## src/rtl/unsigned_to_ascii_digits_unit_macros.svh

```systemverilog
// Assertion macros for the ASCII digit unit.
`ifndef UNSIGNED_TO_ASCII_DIGITS_UNIT_MACROS_SVH
`define UNSIGNED_TO_ASCII_DIGITS_UNIT_MACROS_SVH

// Same-cycle implication, disabled during reset
`define U2A_ASSERT_NOW(lbl, ante, cons, msg) \
	lbl: assert property (@(posedge clk) disable iff (!arst_n) (ante) |-> (cons)) \
		else $error(msg);

// Next-cycle implication, disabled during reset
`define U2A_ASSERT_NEXT(lbl, ante, cons, msg) \
	lbl: assert property (@(posedge clk) disable iff (!arst_n) (ante) |=> (cons)) \
		else $error(msg);

`endif

```

## src/rtl/u2a_pkg.sv

```systemverilog
package u2a_pkg;

	// Operation codes
	localparam logic [1:0] OP_DEC           = 2'd0;
	localparam logic [1:0] OP_HEX_LOWER     = 2'd1;
	localparam logic [1:0] OP_HEX_UPPER     = 2'd2;
	localparam logic [1:0] OP_HEX_UPPER_ALT = 2'd3;

	// ASCII characters
	localparam logic [7:0] CH_ZERO    = 8'h30;
	localparam logic [7:0] CH_X_LOWER = 8'h78;
	localparam logic [7:0] CH_X_UPPER = 8'h58;

	// Digit tables
	localparam logic [7:0] HEX_LOWER [16] = '{
		8'h30, 8'h31, 8'h32, 8'h33, 8'h34, 8'h35, 8'h36, 8'h37,
		8'h38, 8'h39, 8'h61, 8'h62, 8'h63, 8'h64, 8'h65, 8'h66
	};
	localparam logic [7:0] HEX_UPPER [16] = '{
		8'h30, 8'h31, 8'h32, 8'h33, 8'h34, 8'h35, 8'h36, 8'h37,
		8'h38, 8'h39, 8'h41, 8'h42, 8'h43, 8'h44, 8'h45, 8'h46
	};

	// Commands to the digit shift register
	typedef struct packed {
		logic load;      // take a new value
		logic load_hex;  // load the value straight into the nibbles
		logic step;      // one double-dabble step
		logic shift;     // drop the top digit
	} dig_ctrl_t;

endpackage

```

## src/rtl/u2a_dabble.sv

```systemverilog
module u2a_dabble
	import u2a_pkg::*;
#(
	parameter int VALUE_WIDTH = 64,
	parameter int NDIG        = 20
) (
	input  logic                   clk,
	input  dig_ctrl_t              ctrl,
	input  logic [VALUE_WIDTH-1:0] value,
	output logic [3:0]             top_digit
);

	localparam int DW = NDIG * 4;

	logic [VALUE_WIDTH-1:0] val_q;
	logic [DW-1:0]          dig_q;
	logic [DW-1:0]          adj;

	// add 3 to every digit of 5 or more
	always_comb begin
		for (int g = 0; g < NDIG; g++) begin
			adj[g*4 +: 4] = (dig_q[g*4 +: 4] >= 4'd5) ? dig_q[g*4 +: 4] + 4'd3
			                                           : dig_q[g*4 +: 4];
		end
	end

	// value and digit shift registers
	always_ff @(posedge clk) begin
		if (ctrl.load) begin
			val_q <= value;
			dig_q <= ctrl.load_hex ? DW'(value) : '0;
		end else if (ctrl.step) begin
			val_q <= {val_q[VALUE_WIDTH-2:0], 1'b0};
			dig_q <= {adj[DW-2:0], val_q[VALUE_WIDTH-1]};
		end else if (ctrl.shift) begin
			dig_q <= {dig_q[DW-5:0], 4'd0};
		end
	end

	assign top_digit = dig_q[DW-1 -: 4];

endmodule

```

## src/rtl/u2a_char_enc.sv

```systemverilog
module u2a_char_enc
	import u2a_pkg::*;
(
	input  logic [3:0] digit,
	input  logic       upper,
	output logic [7:0] character
);

	// digit to ASCII, case chosen by mode
	assign character = upper ? HEX_UPPER[digit] : HEX_LOWER[digit];

endmodule

```

## src/rtl/unsigned_to_ascii_digits_unit.sv

```systemverilog
// Converts an unsigned value to ASCII decimal or hex digits, one character per
// cycle on character/last, flagged by a one-cycle strobe; the receiver cannot
// stall, so every strobed word must be captured when it appears. A new item is
// taken when start is high and busy is low. Decimal conversion runs a bit-serial
// double-dabble over the VALUE_WIDTH bits (hex loads the nibbles directly), then
// the digit register drops NDIG - min(count, NDIG) unused top digits one per
// cycle, and then the optional two-character prefix and the count digits go out
// one per cycle, count being digit_count saturated at MAX_DIGITS. NDIG is 20
// for 64 bits. Each word is registered and appears in the cycle after its emit
// cycle.
`include "unsigned_to_ascii_digits_unit_macros.svh"

module unsigned_to_ascii_digits_unit
	import u2a_pkg::*;
#(
	parameter int MAX_DIGITS  = 62,
	parameter int VALUE_WIDTH = 64
) (
	input  logic        clk,
	input  logic        arst_n,
	input  logic        start,
	output logic        busy,
	input  logic [63:0] value,
	input  logic [1:0]  operation,
	input  logic        prefix_en,
	input  logic [5:0]  digit_count,
	output logic        strobe,
	output logic [7:0]  character,
	output logic        last
);

	localparam int BCD_DIGITS = (VALUE_WIDTH * 30103) / 100000 + 1;
	localparam int HEX_DIGITS = (VALUE_WIDTH + 3) / 4;
	localparam int NDIG       = (BCD_DIGITS > HEX_DIGITS) ? BCD_DIGITS : HEX_DIGITS;
	localparam int CMAX0      = (VALUE_WIDTH > MAX_DIGITS) ? VALUE_WIDTH : MAX_DIGITS;
	localparam int CMAX       = (CMAX0 > NDIG) ? CMAX0 : NDIG;
	localparam int LW         = $clog2(CMAX + 1);
	localparam logic [LW-1:0] NDIG_L = LW'(NDIG);

	typedef enum logic [6:0] {
		S_IDLE  = 7'b0000001,
		S_CONV  = 7'b0000010,
		S_SKIP  = 7'b0000100,
		S_PFX0  = 7'b0001000,
		S_PFX1  = 7'b0010000,
		S_LEAD  = 7'b0100000,
		S_DIGIT = 7'b1000000
	} state_t;

	state_t        state_q, state_d;
	state_t        nxt_lead, nxt_pfx, nxt_skip, nxt_conv;
	logic [LW-1:0] ctr_q, ctr_d;
	logic [LW-1:0] lead_q, used_q, skip_q;
	logic          pfx_q, upper_q, hex_q;

	logic          accept;
	logic          in_hex, in_upper, in_pfx;
	logic [5:0]    cnt_sat;
	logic [LW-1:0] cnt_l, in_lead, in_used;

	dig_ctrl_t     dctrl;
	logic [3:0]    top_digit;
	logic [7:0]    digit_char;

	logic          emit;
	logic [7:0]    char_d;
	logic          last_d;
	logic          strobe_q, last_q;
	logic [7:0]    char_q;

	assign accept = start && (state_q == S_IDLE);

	// decode the incoming word
	assign in_hex   = (operation != OP_DEC);
	assign in_upper = (operation == OP_HEX_UPPER) || (operation == OP_HEX_UPPER_ALT);
	assign in_pfx   = in_hex && prefix_en && (value[VALUE_WIDTH-1:0] != '0);
	assign cnt_sat  = (digit_count > 6'(MAX_DIGITS)) ? 6'(MAX_DIGITS) : digit_count;
	assign cnt_l    = LW'(cnt_sat);
	assign in_lead  = (cnt_l > NDIG_L) ? cnt_l - NDIG_L : '0;
	assign in_used  = (cnt_l > NDIG_L) ? NDIG_L : cnt_l;

	// per-item registers
	always_ff @(posedge clk) begin
		if (accept) begin
			lead_q  <= in_lead;
			used_q  <= in_used;
			skip_q  <= NDIG_L - in_used;
			pfx_q   <= in_pfx;
			upper_q <= in_upper;
			hex_q   <= in_hex;
		end
	end

	// phase order, skipping empty phases
	assign nxt_lead = (used_q != '0) ? S_DIGIT : S_IDLE;
	assign nxt_pfx  = (lead_q != '0) ? S_LEAD : nxt_lead;
	assign nxt_skip = pfx_q ? S_PFX0 : nxt_pfx;
	assign nxt_conv = (skip_q != '0) ? S_SKIP : nxt_skip;

	// sequencer
	always_comb begin
		state_d = state_q;
		unique case (state_q)
			S_IDLE:  if (start) state_d = S_CONV;
			S_CONV:  if (ctr_q == '0) state_d = nxt_conv;
			S_SKIP:  if (ctr_q == '0) state_d = nxt_skip;
			S_PFX0:  state_d = S_PFX1;
			S_PFX1:  state_d = nxt_pfx;
			S_LEAD:  if (ctr_q == '0) state_d = nxt_lead;
			S_DIGIT: if (ctr_q == '0) state_d = S_IDLE;
			default: state_d = S_IDLE;
		endcase
	end

	// phase counter, loaded on phase entry
	always_comb begin
		ctr_d = ctr_q - 1'b1;
		if (state_d != state_q) begin
			unique case (state_d)
				S_CONV:  ctr_d = in_hex ? '0 : LW'(VALUE_WIDTH - 1);
				S_SKIP:  ctr_d = skip_q - 1'b1;
				S_LEAD:  ctr_d = lead_q - 1'b1;
				S_DIGIT: ctr_d = used_q - 1'b1;
				default: ctr_d = '0;
			endcase
		end
	end

	always_ff @(posedge clk or negedge arst_n) begin
		if (!arst_n) begin
			state_q <= S_IDLE;
			ctr_q   <= '0;
		end else begin
			state_q <= state_d;
			ctr_q   <= ctr_d;
		end
	end

	assign busy = (state_q != S_IDLE);

	// digit register commands
	assign dctrl.load     = accept;
	assign dctrl.load_hex = in_hex;
	assign dctrl.step     = (state_q == S_CONV) && !hex_q;
	assign dctrl.shift    = (state_q == S_SKIP) || (state_q == S_DIGIT);

	u2a_dabble #(
		.VALUE_WIDTH(VALUE_WIDTH),
		.NDIG       (NDIG)
	) u_dabble (
		.clk      (clk),
		.ctrl     (dctrl),
		.value    (value[VALUE_WIDTH-1:0]),
		.top_digit(top_digit)
	);

	u2a_char_enc u_enc (
		.digit    (top_digit),
		.upper    (upper_q),
		.character(digit_char)
	);

	// character selection
	always_comb begin
		emit   = 1'b0;
		char_d = CH_ZERO;
		last_d = 1'b0;
		unique case (state_q)
			S_PFX0: begin
				emit = 1'b1;
			end
			S_PFX1: begin
				emit   = 1'b1;
				char_d = upper_q ? CH_X_UPPER : CH_X_LOWER;
				last_d = (lead_q == '0) && (used_q == '0);
			end
			S_LEAD: begin
				emit   = 1'b1;
				last_d = (ctr_q == '0) && (used_q == '0);
			end
			S_DIGIT: begin
				emit   = 1'b1;
				char_d = digit_char;
				last_d = (ctr_q == '0);
			end
			default: begin
				emit = 1'b0;
			end
		endcase
	end

	// output word register
	always_ff @(posedge clk or negedge arst_n) begin
		if (!arst_n) begin
			strobe_q <= 1'b0;
			last_q   <= 1'b0;
		end else begin
			strobe_q <= emit;
			last_q   <= emit && last_d;
		end
	end

	always_ff @(posedge clk) begin
		if (emit) char_q <= char_d;
	end

	assign strobe    = strobe_q;
	assign character = char_q;
	assign last      = last_q;

	// checks
	`U2A_ASSERT_NOW(a_last_strobed, last, strobe, "last without strobe")
	`U2A_ASSERT_NEXT(a_start_busy, start && !busy, busy, "accepted word did not raise busy")
	`U2A_ASSERT_NEXT(a_gap_after_last, strobe && last, !strobe, "word right after last")
	`U2A_ASSERT_NOW(a_strobe_busy, strobe, $past(busy), "strobe without an item at work")

endmodule
```

## config.mk

```make
export PLATFORM = sky130hd
export DESIGN_NAME = unsigned_to_ascii_digits_unit
export DESIGN_NICKNAME = d
export VERILOG_FILES = /design/src/rtl/u2a_pkg.sv /design/src/rtl/u2a_dabble.sv /design/src/rtl/u2a_char_enc.sv /design/src/rtl/unsigned_to_ascii_digits_unit.sv
export VERILOG_INCLUDE_DIRS = /design/src /design/src/rtl
export SDC_FILE = /design/constraint.sdc
export NUM_CORES = 1
export LEC_CHECK = 0
export CAP_MARGIN = 30
export CELL_PAD_IN_SITES_DETAIL_PLACEMENT = 1
export CELL_PAD_IN_SITES_GLOBAL_PLACEMENT = 1
export CORE_ASPECT_RATIO = 1.1
export CORE_UTILIZATION = 40
export CTS_CLUSTER_DIAMETER = 100
export DETAILED_ROUTE_END_ITERATION = 16
export DONT_BUFFER_PORTS = 1
export MAX_ROUTING_LAYER = met4
export PLACE_DENSITY_LB_ADDON = 0.3
export SYNTH_ARGS = -nofsm -noshare
export SYNTH_HDL_FRONTEND = slang
export SYNTH_SLANG_ARGS = --single-unit
```

## constraint.sdc

```tcl
create_clock -name clk -period 5.1 [get_ports clk]
set_input_delay 1.02 -clock clk [delete_from_list [all_inputs] [get_ports clk]]
set_output_delay 1.02 -clock clk [all_outputs]
set_load 0.02 [all_outputs]
```

== Word-level counts from Yosys, hierarchy flattened ==
Memories as Yosys holds them, arrays and structs flattened.
Cells that the tools add are included.
Widths: inputs -> output; s select.

* Bits in latches: 0
* ROM bits: 256
* Output and inout bits: 11
* Logic and storage cells: 151
* Memories: 2
* Input port bits: 76
* Register bits: 192
* RAM bits: 0

{| class="wikitable"
|+ Memory list
! name !! words !! bits a word !! rd ports !! clocked after Yosys merged registers in !! write ports !! RTL line !! source
|-
| (name not given) || 16 || 8 || 1 || 0 || 0 || u2a_char_enc.sv:10 || <nowiki>assign character = upper ? HEX_UPPER[digit] : HEX_LOWER[digit];</nowiki>
|-
| (name not given) || 16 || 8 || 1 || 0 || 0 || u2a_char_enc.sv:10 ||
|}

* Add/sub/neg operators: 26
* Equal/unequal tests: 15
* Reduce and logical (&&, ||, !) cells: 21
* Multipliers: 0
* $lt $le $gt $ge: 23
* Divide/modulo/power cells: 0
* Muxes and demuxes: 50
* Shift-type cells: 0
* Bitwise logic cells: 1

{| class="wikitable"
|+ Operators by type and width
! operator !! number
|-
| $mux 80 || 3
|-
| $mux 64 || 3
|-
| $ge 4x3->1 const B || 20
|-
| $add 4x2->4 const B || 19
|-
| $mux 4 || 19
|-
| $mux 7 || 10
|-
| $reduce_bool 64->1 || 1
|-
| $pmux 7 s7 || 1
|-
| $mux 8 || 5
|-
| $pmux 7 s4 || 1
|-
| $sub 7x1->7 const B || 4
|-
| $mux 6 || 4
|-
| $logic_not 7->1 || 3
|-
| $reduce_bool 7->1 || 3
|-
| $pmux 8 s2 || 1
|-
| $eq 7x2->1 const B || 2
|-
| $eq 7x3->1 const B || 2
|-
| $eq 7x6->1 const B || 2
|-
| $eq 7x7->1 const B || 2
|-
| $eq 7x1->1 const B || 1
|-
| $eq 7x4->1 const B || 1
|-
| $eq 7x5->1 const B || 1
|-
| $logic_and 1x1->1 || 7
|-
| $ne 7x1->1 const B || 1
|-
| other kinds (17) || 20
|}

== Logic depth before layout (Yosys ltp) ==
* Depth after elaboration: 10
* Gate-level depth with buffers: 14
* Mapped depth without buffers: 14

== Hierarchy ==
Synthesis repeated with hierarchy kept, for this count alone.

* Cells, all modules: 1023
* Area, all modules: 11220.8 sq um

{| class="wikitable"
|+ By module, submodules not included
! module !! cells an instance !! instances !! area each (sq um) !! seq. area each (sq um)
|-
| u2a_dabble || 734 || 1 || 8375.5 || 4324.1
|-
| unsigned_to_ascii_digits_unit || 270 || 1 || 2726.4 || 1302.5
|-
| u2a_char_enc || 19 || 1 || 118.9 || 0.0
|}

== Worst setup path after synthesis ==
No wires, ideal clock.

* Kind: input-to-reg
* Start point: in start
* End point: reg u_dabble.dig_q[0], enable pin
* Path slack: 0.418 ns
* Buffers on the path: 2
* Setup time: 0.998 ns
* Cell stages on the path: 6
* Required time: 4.102 ns
* Data arrival time: 3.684 ns
* Path through: nand2_1 > inv_1 > nor2_1 > clkbuf_1 > buf_1 > nand3_1

* Word-level cells in the longest chain between the ends: 2

{| class="wikitable"
|+ RTL lines
! what !! RTL line !! source
|-
| start, declared || unsigned_to_ascii_digits_unit.sv:21 || <nowiki>input logic start,</nowiki>
|-
| $logic_and 1x1->1 || unsigned_to_ascii_digits_unit.sv:71 || <nowiki>assign accept = start && (state_q == S_IDLE);</nowiki>
|-
| $reduce_bool 3->1 (no source line) || - ||
|-
| end signal, assigned || u2a_dabble.sv:31 || <nowiki>dig_q <= ctrl.load_hex ? DW'(value) : '0;</nowiki>
|-
| end signal, assigned || u2a_dabble.sv:34 || <nowiki>dig_q <= {adj[DW-2:0], val_q[VALUE_WIDTH-1]};</nowiki>
|-
| end signal, assigned || u2a_dabble.sv:36 || <nowiki>dig_q <= {dig_q[DW-5:0], 4'd0};</nowiki>
|-
| end, declared || u2a_dabble.sv:16 || <nowiki>logic [DW-1:0] dig_q;</nowiki>
|}

No other way between the ends.
A chain may end at the register's enable or synchronous reset.

== Worst setup path in the final report ==
* Start point: reg ctr_q[0]
* End point: reg ctr_q[6]

* Word-level cells in the longest chain between the ends: 6
* Elaborated cells between the ends (all ways): 14
* Classes of those cells: 1 x add/sub; 5 x eq/ne; 7 x mux; 1 x reduce/logical

{| class="wikitable"
|+ RTL lines
! what !! RTL line !! source
|-
| start, declared || unsigned_to_ascii_digits_unit.sv:52 || <nowiki>logic [LW-1:0] ctr_q, ctr_d;</nowiki>
|-
| start signal, assigned || unsigned_to_ascii_digits_unit.sv:135 || <nowiki>ctr_q <= ctr_d;</nowiki>
|-
| $logic_not 7->1 || - ||
|-
| $mux 7 (on tied branches) || - ||
|-
| $pmux 7 s7 || unsigned_to_ascii_digits_unit.sv:103 || <nowiki>unique case (state_q)</nowiki>
|-
| $eq 7x7->1 (tied with other cells) || unsigned_to_ascii_digits_unit.sv:119 || <nowiki>unique case (state_d)</nowiki>
|-
| $pmux 7 s4 || unsigned_to_ascii_digits_unit.sv:119 ||
|-
| $mux 7 * || unsigned_to_ascii_digits_unit.sv:118 || <nowiki>if (state_d != state_q) begin</nowiki>
|-
| net ctr_d[6] || unsigned_to_ascii_digits_unit.sv:52 ||
|}

Mark *: on every way through the listed nets, which the timed path passes. The rest lies on a longest branch.

==> results.json <==
{
  "clock_latency_ns": 0.44,
  "cts_tree": "done",
  "grt_overflow": 0,
  "synth_edf_count": 173,
  "row_count": 62,
  "setup-violations-final": 0,
  "internal-power_w": 0.00454,
  "avgSynthCellArea_sq_um": 9.90,
  "slowest_stage": "nor3b_2",
  "crit_buf_inv": 2,
  "core_area_sq_um": 26200,
  "p_sw_share_pct": 39.8,
  "ys_ff_latch": 189,
  "clockBufferDepth": 2,
  "diodes": 0,
  "postCtsHoldBufs": 0,
  "crit_required_ns": 5.39,
  "ys_seq_area_share_pct": 52.2,
  "ant_nets": 0,
  "fin_ws_ns": 1.85,
  "max_slew_margin_pct": 35.1,
  "routed_wl_um": 28100,
  "post-place-ws_ns": 1.84,
  "wl_met2_um": 14300,
  "nets": 1197,
  "period_share_pct": 63.8,
  "grt_max_degree": 86,
  "synthArstFlopShare_pct": 8.47,
  "p_switching_w": 0.00300,
  "routed_via_density": 5.69,
  "io_buffers": 0,
  "fin_area_sq_um": 11700,
  "syn_area_sq_um": 10700,
  "tightest_slew_ns": 0.973,
  "routabilityCongestion": 0.864,
  "m1WireLength_um": 11900,
  "placed_area_sq_um": 11100,
  "clock_skew_ns": 0.0110,
  "clk_pin_slew_ns": 0.07,
  "cellPowerDensity_nw_per_um2": 646,
  "io_pins": 87,
  "seq_power_share_pct": 42.9,
  "area.growth.synth_to_final_pct": 8.84,
  "die_width_um": 158,
  "route.met3.wl_um": 1350,
  "critical-path-top-delay-family": "simple AND/OR/NAND/NOR gates",
  "crit_fanout": 6,
  "grt_pass1_wl_um": 45400,
  "drv_cap": 0,
  "fin_tns_setup_ns": 0,
  "fin_cells": 1438,
  "track_usage_pct": 22.1,
  "cts_setup_buffers": 0,
  "hold_violations": 0,
  "final-seq-area_sq_um": 5600,
  "status": "completed",
  "syn-instance-count": 1084,
  "top_layer": "met4",
  "wire_per_inst_um": 19.5,
  "htree_num_levels": 4,
  "layout-drive-gt1-share_pct": 6.81,
  "cts_buffers": 17,
  "via_count": 8180,
  "initial_core_util_pct": 40.9,
  "yosys_warnings": 0,
  "crit_arrival_ns": 3.54,
  "layout_min_cycle_time_ns": 3.25,
  "yosys.cell_types.count": 64,
  "cp-start-kind": "register",
  "multi_input_area_sq_um": 4670,
  "clkSinkCount": 189,
  "cts_resized": 0,
  "n_fill_cell": 2986,
  "p_clk_share_pct": 16.8,
  "worstSetupPathType": "register to register",
  "firstDrtPassIters": 6,
  "rsz0062_at_grt": "no",
  "leakage_nw": 4.54,
  "place_inst": 1406,
  "cts_root_buffer": "clkbuf_16",
  "fp.dieH_um": 174,
  "hold_path.class": "input pin to async pin",
  "drv_slew": 0,
  "dieArea_sq_um": 27500,
  "ys.flop_type": "edfxtp_1",
  "vdd_drop_max_uv": 310,
  "reg2reg_slack_ns": 1.85,
  "clock.fmax_ghz": 0.308,
  "hpwl_um": 20000,
  "drc": 0,
  "antenna_found_initial": 0,
  "initialDrtViolationCount": 678,
  "pwr-share-comb_pct": 40.3,
  "endpoint_kind": "register",
  "grt_pass1_vias": 8587,
  "p_total_w": 0.00754,
  "most-common-layout-cells": "nand2_1 (230), edfxtp_1 (173), inv_1 (87)",
  "max_stage_delay_ns": 0.43,
  "final_common_cell": "nand2_1",
  "path_cells": "inv_1 -> ha_1 -> nor3b_2 -> and2_2 -> a21oi_4 -> a21oi_1 -> a21boi_0 -> a221o_1 -> inv_1 -> ha_1 -> nand4b_1 -> nor4_2 -> xor2_1 -> o22ai_1"
}
==> logic make-up (layout without fill, tap and decap cells) <==
group	after synthesis	count (layout)	synth area share (%)
buf+inv	133	133	4.72
xor+xnor	35	35	2.86
simple gates	412	412	18.5
flops	189	189	52.2
mux	3	3	0.280
fa+ha+maj	48	48	5.60
compound gates	263	263	15.8
other cells	1	3	0.0349
==> area by class of cell <==
cell class,instances,area share (%)
inverter,90,2.91
timing repair buffer,11,0.814
clock buffer,19,3.89
tap,352,3.77
multi-input combinational,764,40.0
clock inverter,13,0.707
sequential,189,47.9
==> layer usage <==
metal  track usage, %  vias to the layer above
met4             6.93                        0
li1                 -                     3883
met1             26.0                     4086
met5                -                        -
met3             4.10                       41
met2             37.8                      170
==> power groups by stage <==
stage	Combinational, W	Sequential (W)	Clock, W
after floorplan	0.00233	0.00312	0
after global routing	0.00345	0.00333	0.00134
final	0.00304	0.00324	0.00126
after CTS	0.00309	0.00323	0.00129
after global placement	0.00291	0.00325	0
after detailed placement	0.00306	0.00326	0
==> synthesized netlist by cell type (5+ instances only) <==
master | n | area [sq um]
xnor2_1 | 32 | 280
a21boi_0 | 5 | 37.5
a211oi_1 | 8 | 60.1
o221ai_1 | 6 | 52.6
o22ai_1 | 10 | 62.6
nor2b_1 | 9 | 56.3
inv_1 | 89 | 334
a222oi_1 | 24 | 240
o21ai_0 | 79 | 395
nor2_1 | 45 | 169
o21bai_1 | 6 | 45.0
nand2b_1 | 15 | 93.8
and3_1 | 5 | 31.3
a22oi_1 | 31 | 233
nor3b_1 | 34 | 255
ha_1 | 48 | 601
nand3_1 | 6 | 30.0
nor3_1 | 17 | 85.1
a21oi_1 | 69 | 345
nor4_1 | 18 | 113
nand4_1 | 6 | 37.5
clkbuf_1 | 35 | 131
edfxtp_1 | 173 | 5190
dfrtp_1 | 15 | 375
nand2_1 | 231 | 867
==> path summary, 6_finish.rpt <==
kind                                            to          startpoint  depth (start not counted)
min in group clk                u_dabble.val_q[24]  u_dabble.val_q[23]                          2
worst min register to register  u_dabble.val_q[24]  u_dabble.val_q[23]                          2
worst max-delay path                      ctr_q[6]            ctr_q[0]                         14
worst min-delay path                          last              arst_n                          0
worst max register to register            ctr_q[6]            ctr_q[0]                         14
max in group asynchronous               state_q[0]              arst_n                          0
==> sequential cells by signal, summed over array words and instances, names as in the netlist, 5 cells and up <==
register and count:
lead_q 7, u_dabble.dig_q 80, used_q 5, state_q 7, ctr_q 7, skip_q 7
u_dabble.val_q 64, character 7
==> per-stage QoR <==
stage               hold slack, ns  utilization (%)
finish                       0.270             44.5
global route                 0.243             44.5
CTS                          0.246             44.5
detailed placement           0.504             42.5
global placement             0.492             42.4
floorplan                    0.491                -
==> worst register-to-register path, delay by kind of cell (launching register included) <==
family          cells  cell delay, ns
compound gates      5            1.01
xor+xnor            1            0.18
fa+ha+maj           2            0.34
buf+inv             2            0.13
flops               1            0.38
simple gates        4            1.04
Power figures use the tool's default switching activity.
